===== src/hw/rtl/assert_macros.svh =====
// Assertion helpers shared by the RTL.
`ifndef ASSERT_MACROS_SVH
`define ASSERT_MACROS_SVH

`ifndef SYNTH
`define ASSERT_IMPLIES(label, clk, rst, ante, cons) \
  label: assert property (@(posedge clk) disable iff (rst) (ante) |-> (cons)) \
    else $error("assertion failed");
`define ASSERT_NEXT(label, clk, rst, ante, cons) \
  label: assert property (@(posedge clk) disable iff (rst) (ante) |=> (cons)) \
    else $error("assertion failed");
`else
`define ASSERT_IMPLIES(label, clk, rst, ante, cons)
`define ASSERT_NEXT(label, clk, rst, ante, cons)
`endif

`endif


===== src/hw/rtl/ltc_pkg.sv =====
`default_nettype none
package ltc_pkg;

  localparam int TOTAL_WIDTH       = 32;
  localparam int TOKEN_COUNT_WIDTH = 16;
  localparam int ADD_W = ((TOTAL_WIDTH > TOKEN_COUNT_WIDTH) ?
                          TOTAL_WIDTH : TOKEN_COUNT_WIDTH) + 1;
  localparam int SUM_W = TOTAL_WIDTH + 3;

  // Keyword table, one row per keyword, zero padded to eight slots
  localparam int NUM_KW   = 5;
  localparam int KW_SLOTS = 8;
  localparam logic [7:0] KW_TEXT [NUM_KW][KW_SLOTS] = '{
    '{8'h69, 8'h6e, 8'h74, 8'h00, 8'h00, 8'h00, 8'h00, 8'h00},  // int
    '{8'h66, 8'h6c, 8'h6f, 8'h61, 8'h74, 8'h00, 8'h00, 8'h00},  // float
    '{8'h69, 8'h66, 8'h00, 8'h00, 8'h00, 8'h00, 8'h00, 8'h00},  // if
    '{8'h65, 8'h6c, 8'h73, 8'h65, 8'h00, 8'h00, 8'h00, 8'h00},  // else
    '{8'h72, 8'h65, 8'h74, 8'h75, 8'h72, 8'h6e, 8'h00, 8'h00}   // return
  };
  localparam logic [2:0] KW_LEN [NUM_KW] = '{3'd3, 3'd5, 3'd2, 3'd4, 3'd6};
  localparam logic [2:0] POS_MAX = 3'd7;

  // Total slots
  localparam int NUM_TOTALS = 5;
  localparam int IDX_KEYWORD    = 0;
  localparam int IDX_CONSTANT   = 1;
  localparam int IDX_IDENTIFIER = 2;
  localparam int IDX_OPERATOR   = 3;
  localparam int IDX_PUNCT      = 4;

  // Event queue
  localparam int Q_DEPTH = 4;
  localparam int Q_AW    = $clog2(Q_DEPTH);

  typedef enum logic [2:0] {
    CLS_KEYWORD    = 3'd0,
    CLS_CONSTANT   = 3'd1,
    CLS_IDENTIFIER = 3'd2,
    CLS_OTHER      = 3'd3,
    CLS_NONE       = 3'd4
  } token_class_t;

  typedef struct packed {
    logic [7:0] char_code;
    logic       is_last;
  } in_item_t;

  typedef struct packed {
    token_class_t                 token_class;
    logic [TOKEN_COUNT_WIDTH-1:0] ops_in_token;
    logic [TOKEN_COUNT_WIDTH-1:0] punct_in_token;
    logic [TOTAL_WIDTH-1:0]       keyword_total;
    logic [TOTAL_WIDTH-1:0]       constant_total;
    logic [TOTAL_WIDTH-1:0]       identifier_total;
    logic [TOTAL_WIDTH-1:0]       operator_total;
    logic [TOTAL_WIDTH-1:0]       punct_total;
    logic [TOTAL_WIDTH-1:0]       token_total;
    logic                         is_final;
  } out_item_t;

  // Closed-token event passed from front to back
  typedef struct packed {
    token_class_t                 token_class;
    logic [TOKEN_COUNT_WIDTH-1:0] ops;
    logic [TOKEN_COUNT_WIDTH-1:0] punct;
    logic                         is_final;
  } tok_evt_t;

  // Saturating add of a per-token count into a running total
  function automatic logic [TOTAL_WIDTH-1:0] sat_add_total(
    input logic [TOTAL_WIDTH-1:0]       a,
    input logic [TOKEN_COUNT_WIDTH-1:0] b
  );
    logic [ADD_W-1:0] s;
    s = ADD_W'(a) + ADD_W'(b);
    return (s[ADD_W-1:TOTAL_WIDTH] != '0) ? '1 : s[TOTAL_WIDTH-1:0];
  endfunction

endpackage
`default_nettype wire


===== src/hw/rtl/ltc_front.sv =====
`default_nettype none
`include "assert_macros.svh"
module ltc_front import ltc_pkg::*; (
  input  wire logic     clk,
  input  wire logic     rst,
  input  wire logic     take,
  input  wire in_item_t item,
  output logic          push,
  output tok_evt_t      evt
);

  logic                         in_token;
  logic [NUM_KW-1:0]            keyword_alive;
  logic [2:0]                   char_position;
  logic                         number_ok;
  logic                         seen_point;
  logic                         ident_ok;
  logic [TOKEN_COUNT_WIDTH-1:0] token_ops;
  logic [TOKEN_COUNT_WIDTH-1:0] token_punct;

  logic                         in_token_next;
  logic [NUM_KW-1:0]            keyword_alive_next;
  logic [2:0]                   char_position_next;
  logic                         number_ok_next;
  logic                         seen_point_next;
  logic                         ident_ok_next;
  logic [TOKEN_COUNT_WIDTH-1:0] token_ops_next;
  logic [TOKEN_COUNT_WIDTH-1:0] token_punct_next;

  logic [7:0] c;
  logic       is_space, is_digit, is_letter, is_op, is_punct;
  logic       do_close, kw_hit;
  token_class_t cls;

  // Character classes
  always_comb begin
    c         = item.char_code;
    is_space  = (c == 8'd32) || ((c >= 8'd9) && (c <= 8'd13));
    is_digit  = (c >= 8'h30) && (c <= 8'h39);
    is_letter = ((c >= 8'h61) && (c <= 8'h7a)) || ((c >= 8'h41) && (c <= 8'h5a));
    is_op     = (c == 8'h2b) || (c == 8'h2d) || (c == 8'h2a) || (c == 8'h2f) ||
                (c == 8'h3d) || (c == 8'h3c) || (c == 8'h3e) || (c == 8'h21);
    is_punct  = (c == 8'h2c) || (c == 8'h3b) || (c == 8'h28) || (c == 8'h29) ||
                (c == 8'h7b) || (c == 8'h7d);
  end

  // Token state after absorbing this byte (unchanged on whitespace)
  always_comb begin
    in_token_next      = in_token;
    keyword_alive_next = keyword_alive;
    char_position_next = char_position;
    number_ok_next     = number_ok;
    seen_point_next    = seen_point;
    ident_ok_next      = ident_ok;
    token_ops_next     = token_ops;
    token_punct_next   = token_punct;
    if (!is_space) begin
      for (int k = 0; k < NUM_KW; k++) begin
        if ((char_position >= KW_LEN[k]) || (KW_TEXT[k][char_position] != c)) begin
          keyword_alive_next[k] = 1'b0;
        end
      end
      if (c == 8'h2e) begin
        if (seen_point) begin
          number_ok_next = 1'b0;
        end
        seen_point_next = 1'b1;
      end else if (!is_digit) begin
        number_ok_next = 1'b0;
      end
      if (!in_token) begin
        if (!is_letter && (c != 8'h5f)) begin
          ident_ok_next = 1'b0;
        end
      end else if (!is_letter && !is_digit && (c != 8'h5f)) begin
        ident_ok_next = 1'b0;
      end
      if (is_op) begin
        if (token_ops != '1) begin
          token_ops_next = token_ops + TOKEN_COUNT_WIDTH'(1);
        end
      end else if (is_punct) begin
        if (token_punct != '1) begin
          token_punct_next = token_punct + TOKEN_COUNT_WIDTH'(1);
        end
      end
      if (char_position != POS_MAX) begin
        char_position_next = char_position + 3'd1;
      end
      in_token_next = 1'b1;
    end
  end

  // Classify the token as it stands after this byte
  always_comb begin
    kw_hit = 1'b0;
    for (int k = 0; k < NUM_KW; k++) begin
      if (keyword_alive_next[k] && (char_position_next == KW_LEN[k])) begin
        kw_hit = 1'b1;
      end
    end
    if (!in_token_next) begin
      cls = CLS_NONE;
    end else if (kw_hit) begin
      cls = CLS_KEYWORD;
    end else if (number_ok_next) begin
      cls = CLS_CONSTANT;
    end else if (ident_ok_next) begin
      cls = CLS_IDENTIFIER;
    end else begin
      cls = CLS_OTHER;
    end
  end

  // Event out when a token closes or the text ends
  always_comb begin
    do_close          = item.is_last || (is_space && in_token);
    push              = take && do_close;
    evt.token_class   = cls;
    evt.ops           = (cls == CLS_OTHER) ? token_ops_next : '0;
    evt.punct         = (cls == CLS_OTHER) ? token_punct_next : '0;
    evt.is_final      = item.is_last;
  end

  always_ff @(posedge clk) begin
    if (rst || (take && do_close)) begin
      in_token      <= 1'b0;
      keyword_alive <= '1;
      char_position <= '0;
      number_ok     <= 1'b1;
      seen_point    <= 1'b0;
      ident_ok      <= 1'b1;
      token_ops     <= '0;
      token_punct   <= '0;
    end else if (take) begin
      in_token      <= in_token_next;
      keyword_alive <= keyword_alive_next;
      char_position <= char_position_next;
      number_ok     <= number_ok_next;
      seen_point    <= seen_point_next;
      ident_ok      <= ident_ok_next;
      token_ops     <= token_ops_next;
      token_punct   <= token_punct_next;
    end
  end

  `ASSERT_IMPLIES(a_none_is_final, clk, rst, push && (evt.token_class == CLS_NONE), evt.is_final)
  `ASSERT_IMPLIES(a_counts_other_only, clk, rst, push && (evt.token_class != CLS_OTHER),
                  (evt.ops == '0) && (evt.punct == '0))

endmodule
`default_nettype wire


===== src/hw/rtl/ltc_queue.sv =====
`default_nettype none
`include "assert_macros.svh"
module ltc_queue import ltc_pkg::*; (
  input  wire logic     clk,
  input  wire logic     rst,
  input  wire logic     push,
  input  wire tok_evt_t push_evt,
  output logic          full,
  input  wire logic     pop,
  output logic          head_valid,
  output tok_evt_t      head_evt
);

  tok_evt_t        slots [Q_DEPTH];
  logic [Q_AW-1:0] wr_ptr;
  logic [Q_AW-1:0] rd_ptr;
  logic [Q_AW:0]   count;

  assign full       = (count == (Q_AW+1)'(Q_DEPTH));
  assign head_valid = (count != '0);
  assign head_evt   = slots[rd_ptr];

  // Storage
  always_ff @(posedge clk) begin
    if (push) begin
      slots[wr_ptr] <= push_evt;
    end
  end

  // Pointers and fill count
  always_ff @(posedge clk) begin
    if (rst) begin
      wr_ptr <= '0;
      rd_ptr <= '0;
      count  <= '0;
    end else begin
      if (push) begin
        wr_ptr <= wr_ptr + Q_AW'(1);
      end
      if (pop) begin
        rd_ptr <= rd_ptr + Q_AW'(1);
      end
      if (push && !pop) begin
        count <= count + (Q_AW+1)'(1);
      end else if (pop && !push) begin
        count <= count - (Q_AW+1)'(1);
      end
    end
  end

  `ASSERT_IMPLIES(a_no_push_full, clk, rst, push, !full)
  `ASSERT_IMPLIES(a_no_pop_empty, clk, rst, pop, head_valid)

endmodule
`default_nettype wire


===== src/hw/rtl/ltc_back.sv =====
`default_nettype none
`include "assert_macros.svh"
module ltc_back import ltc_pkg::*; (
  input  wire logic     clk,
  input  wire logic     rst,
  input  wire logic     head_valid,
  input  wire tok_evt_t head_evt,
  output logic          pop,
  output logic          out_valid,
  input  wire logic     out_stall,
  output out_item_t     out_item
);

  logic [TOTAL_WIDTH-1:0] totals      [NUM_TOTALS];
  logic [TOTAL_WIDTH-1:0] totals_next [NUM_TOTALS];
  logic [TOTAL_WIDTH-1:0] base        [NUM_TOTALS];
  logic                   clear_pending;
  logic                   a_valid;
  tok_evt_t               a_evt;
  logic                   a_move;
  logic [SUM_W-1:0]       sum_wide;
  logic [TOTAL_WIDTH-1:0] sum_sat;

  assign a_move = a_valid && (!out_valid || !out_stall);
  assign pop    = head_valid && (!a_valid || a_move);

  // Totals restart from zero after a final result
  always_comb begin
    for (int i = 0; i < NUM_TOTALS; i++) begin
      base[i] = clear_pending ? '0 : totals[i];
    end
  end

  // Totals after applying the closed token at the queue head
  always_comb begin
    for (int i = 0; i < NUM_TOTALS; i++) begin
      totals_next[i] = base[i];
    end
    unique case (head_evt.token_class)
      CLS_KEYWORD: begin
        totals_next[IDX_KEYWORD] = sat_add_total(base[IDX_KEYWORD], TOKEN_COUNT_WIDTH'(1));
      end
      CLS_CONSTANT: begin
        totals_next[IDX_CONSTANT] = sat_add_total(base[IDX_CONSTANT], TOKEN_COUNT_WIDTH'(1));
      end
      CLS_IDENTIFIER: begin
        totals_next[IDX_IDENTIFIER] = sat_add_total(base[IDX_IDENTIFIER],
                                                    TOKEN_COUNT_WIDTH'(1));
      end
      CLS_OTHER: begin
        totals_next[IDX_OPERATOR] = sat_add_total(base[IDX_OPERATOR], head_evt.ops);
        totals_next[IDX_PUNCT]    = sat_add_total(base[IDX_PUNCT], head_evt.punct);
      end
      default: begin
      end
    endcase
  end

  // Apply one closed token to the running totals
  always_ff @(posedge clk) begin
    if (rst) begin
      for (int i = 0; i < NUM_TOTALS; i++) begin
        totals[i] <= '0;
      end
      clear_pending <= 1'b0;
    end else if (pop) begin
      for (int i = 0; i < NUM_TOTALS; i++) begin
        totals[i] <= totals_next[i];
      end
      clear_pending <= head_evt.is_final;
    end
  end

  // Stage holding the event whose totals are in place
  always_ff @(posedge clk) begin
    if (rst) begin
      a_valid <= 1'b0;
    end else if (pop) begin
      a_valid <= 1'b1;
    end else if (a_move) begin
      a_valid <= 1'b0;
    end
  end

  always_ff @(posedge clk) begin
    if (pop) begin
      a_evt <= head_evt;
    end
  end

  // Saturating sum of the five totals
  always_comb begin
    sum_wide = '0;
    for (int i = 0; i < NUM_TOTALS; i++) begin
      sum_wide = sum_wide + SUM_W'(totals[i]);
    end
    sum_sat = (sum_wide[SUM_W-1:TOTAL_WIDTH] != '0) ? '1 : sum_wide[TOTAL_WIDTH-1:0];
  end

  // Output register
  always_ff @(posedge clk) begin
    if (rst) begin
      out_valid <= 1'b0;
    end else if (a_move) begin
      out_valid <= 1'b1;
    end else if (!out_stall) begin
      out_valid <= 1'b0;
    end
  end

  always_ff @(posedge clk) begin
    if (a_move) begin
      out_item.token_class      <= a_evt.token_class;
      out_item.ops_in_token     <= a_evt.ops;
      out_item.punct_in_token   <= a_evt.punct;
      out_item.keyword_total    <= totals[IDX_KEYWORD];
      out_item.constant_total   <= totals[IDX_CONSTANT];
      out_item.identifier_total <= totals[IDX_IDENTIFIER];
      out_item.operator_total   <= totals[IDX_OPERATOR];
      out_item.punct_total      <= totals[IDX_PUNCT];
      out_item.token_total      <= sum_sat;
      out_item.is_final         <= a_evt.is_final;
    end
  end

  `ASSERT_IMPLIES(a_sum_covers_kw, clk, rst, out_valid,
                  out_item.token_total >= out_item.keyword_total)
  `ASSERT_NEXT(a_final_clears, clk, rst, pop && head_evt.is_final, clear_pending)

endmodule
`default_nettype wire


===== src/hw/rtl/lexical_token_classifier_core.sv =====
// Lexical token classifier. Source text enters one byte per cycle unless
// in_stall is raised; whitespace closes a token, which is then classed as
// keyword, constant, identifier or other, and one result item carries the
// class, the operator and punctuation counts of an other-class token, and the
// saturating running totals. A byte marked is_last always gives a final result
// (class "no token" when none was open) and restarts all counting. Throughput
// is one byte per cycle with no gaps while the output is not stalled: the front
// end updates its token state on each accepted byte, a four-entry event queue
// decouples it from the totals unit, and a closing byte's event passes through
// the queue entry, the totals stage and the output register to the result.
// in_stall is raised only while the event queue is full.
`default_nettype none
module lexical_token_classifier_core import ltc_pkg::*; (
  input  wire logic     clk,
  input  wire logic     rst,
  input  wire logic     in_valid,
  output logic          in_stall,
  input  wire in_item_t in_item,
  output logic          out_valid,
  input  wire logic     out_stall,
  output out_item_t     out_item
);

  logic     take;
  logic     push;
  tok_evt_t push_evt;
  logic     full;
  logic     pop;
  logic     head_valid;
  tok_evt_t head_evt;

  assign in_stall = full;
  assign take     = in_valid && !full;

  ltc_front u_front (
    .clk  (clk),
    .rst  (rst),
    .take (take),
    .item (in_item),
    .push (push),
    .evt  (push_evt)
  );

  ltc_queue u_queue (
    .clk        (clk),
    .rst        (rst),
    .push       (push),
    .push_evt   (push_evt),
    .full       (full),
    .pop        (pop),
    .head_valid (head_valid),
    .head_evt   (head_evt)
  );

  ltc_back u_back (
    .clk        (clk),
    .rst        (rst),
    .head_valid (head_valid),
    .head_evt   (head_evt),
    .pop        (pop),
    .out_valid  (out_valid),
    .out_stall  (out_stall),
    .out_item   (out_item)
  );

endmodule
`default_nettype wire


===== config.mk =====
export PLATFORM = sky130hd
export DESIGN_NAME = lexical_token_classifier_core
export DESIGN_NICKNAME = d
export VERILOG_FILES = /design/src/hw/rtl/ltc_pkg.sv /design/src/hw/rtl/ltc_front.sv /design/src/hw/rtl/ltc_queue.sv /design/src/hw/rtl/ltc_back.sv /design/src/hw/rtl/lexical_token_classifier_core.sv
export VERILOG_INCLUDE_DIRS = /design/src /design/src/hw/rtl
export SDC_FILE = /design/constraint.sdc
export NUM_CORES = 1
export LEC_CHECK = 0
export BUFFER_PORTS_ARGS = -buffer_cell sky130_fd_sc_hd__buf_2
export CORE_UTILIZATION = 65
export DETAILED_ROUTE_END_ITERATION = 10
export PLACE_DENSITY = 0.93
export SLEW_MARGIN = 0
export SYNTH_ARGS = -nofsm -noshare
export SYNTH_HDL_FRONTEND = slang
export SYNTH_SLANG_ARGS = --single-unit
export TNS_END_PERCENT = 1

===== constraint.sdc =====
create_clock -name clk -period 33.3 [get_ports clk]
set_clock_uncertainty 0.15 [all_clocks]
set_input_delay 1.665 -clock clk [delete_from_list [all_inputs] [get_ports clk]]
set_output_delay 1.665 -clock clk [all_outputs]
set_load 0.1 [all_outputs]

## Word level (Yosys, flattened, before mapping)

Memories as Yosys holds them, arrays and structs flattened. A register that Yosys moved wholly into a read port is not among the register bits.
Index checks and enable logic that the tools add are counted.

| word-level totals | value |
|---|---|
| RAM bits | 304 |
| memories kept | 7 |
| logic and storage cells | 243 |
| input bits | 13 |
| ROM bits | 320 |
| register bits after elaboration | 318 |
| bits in latches | 0 |

| operators by class | value |
|---|---|
| add/sub/neg operators | 16 |
| multiplexer cells | 79 |
| eq/ne operators | 36 |
| reduce and logical (&&, ||, !) cells | 56 |
| multiply operators | 0 |
| bitwise gates (word level) | 7 |
| shift operators | 0 |
| $lt $le $gt $ge | 14 |
| div/mod/pow operators | 0 |

Memory list:

| name | depth | width | rd ports | clocked after Yosys merged registers in | wr ports | line | source |
|---|---|---|---|---|---|---|---|
| u_back.totals | 5 | 32 | 5 | 0 | 5 | ltc_back.sv:14 | `logic [TOTAL_WIDTH-1:0] totals [NUM_TOTALS];` |
| u_queue.slots | 4 | 36 | 1 | 1 | 1 | ltc_queue.sv:14 | `tok_evt_t slots [Q_DEPTH];` |
| (name not given) | 8 | 8 | 1 | 0 | 0 | ltc_front.sv:59 | `if ((char_position >= KW_LEN[k]) \|\| (KW_TEXT[k][char_position] != c)) begin` |
| (name not given) | 8 | 8 | 1 | 0 | 0 | ltc_front.sv:59 |  |
| (name not given) | 8 | 8 | 1 | 0 | 0 | ltc_front.sv:59 |  |
| (name not given) | 8 | 8 | 1 | 0 | 0 | ltc_front.sv:59 |  |
| +1 memories | -- | -- | -- | -- | -- | -- |  |

Operators by type and width:

| kind | count |
|---|---|
| $mux 32 | 18 |
| $mux 16 | 9 |
| $eq 8x6->1 const B | 14 |
| $add 35x32->35 | 3 |
| $add 32x1->33 const B | 3 |
| $mux 8 | 10 |
| $add 32x16->33 | 2 |
| $mux 64 | 1 |
| $ne 8x8->1 | 5 |
| $add 32x32->33 | 1 |
| $add 16x1->16 const B | 2 |
| $ne 16x16->1 const B | 2 |
| $mux 1 | 31 |
| $logic_or 1x1->1 | 23 |
| $mux 3 | 7 |
| $logic_and 1x1->1 | 19 |
| $eq 8x7->1 const B | 2 |
| $ge 8x7->1 const B | 2 |
| $le 8x7->1 const B | 2 |
| $eq 3x2->1 const B | 5 |
| $eq 3x3->1 const B | 4 |
| $ge 3x3->1 const B | 3 |
| $ge 8x4->1 const B | 1 |
| $ge 8x6->1 const B | 1 |
| other kinds (21) | 38 |

## Depth between registers and ports, before layout

| logic depth | value |
|---|---|
| word-level depth | 18 |
| gate-level depth with buffers | 27 |

## Cells and area by module

Synthesis repeated with hierarchy kept, for this count alone.

| second synthesis, totals | value |
|---|---|
| cells, all modules | 2,868 |
| area total of the unflattened synthesis | 33,299.4 sq um |

Modules (own cells, without submodules):

| module | times used | cells an instance | sequential area each (sq um) | area each (sq um) |
|---|---|---|---|---|
| ltc_back | 1 | 2,126 | 12,792.3 | 23,882.9 |
| ltc_queue | 1 | 232 | 4,504.3 | 5,679.2 |
| ltc_front | 1 | 509 | 880.8 | 3,723.6 |
| lexical_token_classifier_core | 1 | 1 | 0.0 | 13.8 |

## Worst setup path before layout

Ideal clock, no wire load.

| timing path | value |
|---|---|
| path type | input to register |
| start point | input out_stall |
| end point | register u_back.out_item[0] (netlist name) |
| buffers on the path | 0 |
| stages | 1 |
| setup slack | 13.908 ns |
| data arrival time | 18.080 ns |
| cell sequence | a21boi_0 |

| between the ends | value |
|---|---|
| cells in the longest elaborated chain, start to end | 3 |

Ends and longest elaborated chain:

| item | line | source |
|---|---|---|
| start, declared | lexical_token_classifier_core.sv:20 | `input wire logic out_stall,` |
| $logic_not 1->1 | ltc_back.sv:24 | `assign a_move = a_valid && (!out_valid \|\| !out_stall);` |
| $logic_or 1x1->1 | ltc_back.sv:24 |  |
| $logic_and 1x1->1 | ltc_back.sv:24 |  |

No other way between the ends.
A chain may end at the register's enable or synchronous reset.

==> results.ini <==
[setup_path]
critPathRequiredTime_ns=33.53
critPathBufInv=3
path_class=flop to flop
arrival_ns=7.52
start_kind=flop
slowest_delay_ns=0.65
crit_chain=ha_1, and3_1, nand3_1, o41a_1, a211oi_1, nor2_1, fa_1, inv_1, fa_1, inv_1, ha_1, a21oi_1, inv_1, a2111oi_0, o211ai_1, a211o_1, a21o_1, a211oi_1, a31o_2, a21bo_1
startpoint=u_back.totals[0][12]
slowest_stage=a2111oi_0
worstReg2RegStart=u_back.totals[0][12]
critPathTopFamily=compound AO/OA/AOI/OAI gates
critPathCaptureType=flop
critPathMaxFanout=32
cp_common_cell=inv_1

[synthesis]
synth_warnings=0
synth_most_common_cell=edfxtp_1
synth_cell_types=93
syn_avg_cell_area_um2=11.6
post-synth-top-area-cell=edfxtp_1
yosysTopAreaCellShare=0.516
synth_commonest_cells=edfxtp_1 (568), nand2_1 (236), nor2_1 (216)
synth.area.top_cells=edfxtp_1 (52%), ha_1 (4.3%), fa_1 (4.1%)
yosysSeqAreaShare=0.550
synth-main-ff-cell=edfxtp_1
syn_area_um2=33100
ys_ff_latch=624
synth_cells=2839
synth-edff-count=568
synth_nets=3034
async_flop_share=0

[cells_and_area]
final_layout_size_suffix_gt1_frac=0.138
seq_area_um2=18200
area.growth.synth_to_final_pct=11.6
antenna_cells=0
fillCellCount=3072
multi_input_area_um2=13700
final_nets=3251

[die]
start_util=0.659
rows=82
design.portCount=243
dieWidth_um=228
design.die.area_um2=51800
core_area_um2=50200
die_y_um=228

[placement]
dp_hpwl_mm=60.7
io_buffers=242
gp_congestion=1.01

[detailed_routing]
vias_per_cell=6.54
dr.pass1.iters=7
ant_nets=0
vias=24700
drc=0
drt_iter0_markers=3242
drt-wirelength-per-cell_um=23.7
wirelength_mm=89.4

[timing]
setup_tns_ns=0
hold_viol=0
slew_violations=0
max-slew-margin-rel=0.236
tightestPinTransition_ns=1.14
fin_crit_sh=0.219
final.min_clock_period_ns=7.29
rsz0062_at_grt=no
setup_violations=0
timing.fmax_ghz=0.137

[cts]
clock-sinks=624
postCtsHoldBufs=0
worstSkewPairLatency_ns=0.68
cts_root_buf=clkbuf_16
clk_pin_slew_ns=0.07
cts_resized=0
cts_buffers=60
clk_path_buf_depth=3
ctsHtreeMaxLevel=2
cts_tree=built
cts_setup_buffers=0

[global_route]
grt_max_degree=82
track_usage=0.348
grt_antenna_before_repair=2
overflow=0
grt_pass1_vias=23700
grt_pass1_wl_mm=136

[status]
status=complete, no violations

[worst_hold_path]
min_path_type=flop to flop
hp-start=u_back.a_evt[18]

[flow_run]
drv_cap=0

state kept, by name, indices dropped and copies added (netlist names), 3 cells and up, named ones only:
register and count:
u_queue.slots 144, u_front.keyword_alive 5, u_front.token_punct 16, u_back.totals 160, u_front.char_position 3, u_front.token_ops 16
u_back.out_item 228, u_queue.count 3, u_back.a_evt 36
worst reg2reg max path: stages (launching register included):
cell and delay (ns):
edfxtp_1 0.52, ha_1 0.43, and3_1 0.21, nand3_1 0.15, o41a_1 0.46, a211oi_1 0.47
nor2_1 0.21, fa_1 0.52, inv_1 0.06, fa_1 0.50, inv_1 0.04, ha_1 0.38
a21oi_1 0.27, inv_1 0.08, a2111oi_0 0.65, o211ai_1 0.32, a211o_1 0.35, a21o_1 0.19
a211oi_1 0.24, a31o_2 0.54, a21bo_1 0.28
cell usage in the layout, fill, tap and decap left out, types with 8 or more instances in the layout:
master     instances
a311oi_1           8
nor2b_1           56
buf_2            242
and4_1            12
o21ai_1           19
o21a_1            26
xor2_1            91
xnor2_1          142
o21ai_0          132
clkbuf_16         60
mux2i_1           13
nand4_1           37
and2_1            17
o22ai_1           11
mux4_2            36
clkinv_1          12
ha_1             114
o211ai_1           8
edfxtp_1         568
nor3_1            39
nand3_1           80
clkinv_2           8
fa_1              68
clkbuf_1          14
nor3b_1           16
nand2_1          236
o21bai_1          15
a21o_1            43
and3_1            38
nor2_1           215
a31oi_1           28
or3_1             15
a211oi_1          27
dfxtp_1           54
nand2b_1          24
nor4_1            13
buf_4             24
a21oi_1          188
inv_1            199
routing by layer:
layer | share of wire | up-vias | wire length [um] | global-route usage
met5 | 0.00025 | - | 22 | 0
met4 | 0.059 | 4 | 5240 | 0.184
met3 | 0.10 | 353 | 9000 | 0.0629
met2 | 0.49 | 1725 | 43400 | 0.573
met1 | 0.35 | 11900 | 31700 | 0.439
li1 | - | 10800 | - | -
area by class of cell:
| class | count | area share |
|---|---|---|
| Sequential cell | 624 | 0.493 |
| Clock inverter | 37 | 0.0117 |
| Tap cell | 672 | 0.0228 |
| Inverter | 200 | 0.0203 |
| Clock buffer | 76 | 0.0429 |
| Multi-Input combinational cell | 1904 | 0.372 |
| Timing Repair Buffer | 266 | 0.0377 |
cells by family (layout without fill, tap and decap cells):
logic type / after synthesis / in the layout / share of synthesized area
simple gates: 856 / 856 / 0.130
mux: 52 / 52 / 0.0295
buf+inv: 311 / 579 / 0.0363
xor+xnor: 233 / 233 / 0.0617
compound gates: 581 / 581 / 0.109
fa+ha+maj: 182 / 182 / 0.0843
flops: 624 / 624 / 0.550
metrics by stage:
stage | util | cell area (um^2) | hold slack (ns) | instances | setup WS, ns
after global routing | 0.735 | 36900 | 0.275 | 3779 | 25.71
after CTS | 0.735 | 36900 | 0.265 | 3779 | 26.10
after floorplan | - | 33100 | 0.250 | 2839 | 13.91
after detailed placement | 0.695 | 34900 | 0.255 | 3666 | 26.15
final | 0.735 | 36900 | 0.264 | 3779 | 26.01
after global placement | 0.695 | 34900 | 0.255 | 3666 | 26.52
path summary, 6_finish.rpt:
kind / end / slack, ns / depth (start not counted)
max: u_back.out_item[23] / 26.01 / 20
min: u_back.out_item[210] / 0.26 / 0
max reg2reg: u_back.out_item[23] / 26.01 / 20
min reg2reg: u_back.out_item[210] / 0.26 / 0
Power is left out: the tool's default activity adds up to more than one toggle a clock period on the data nets, which glitch-free logic cannot reach.
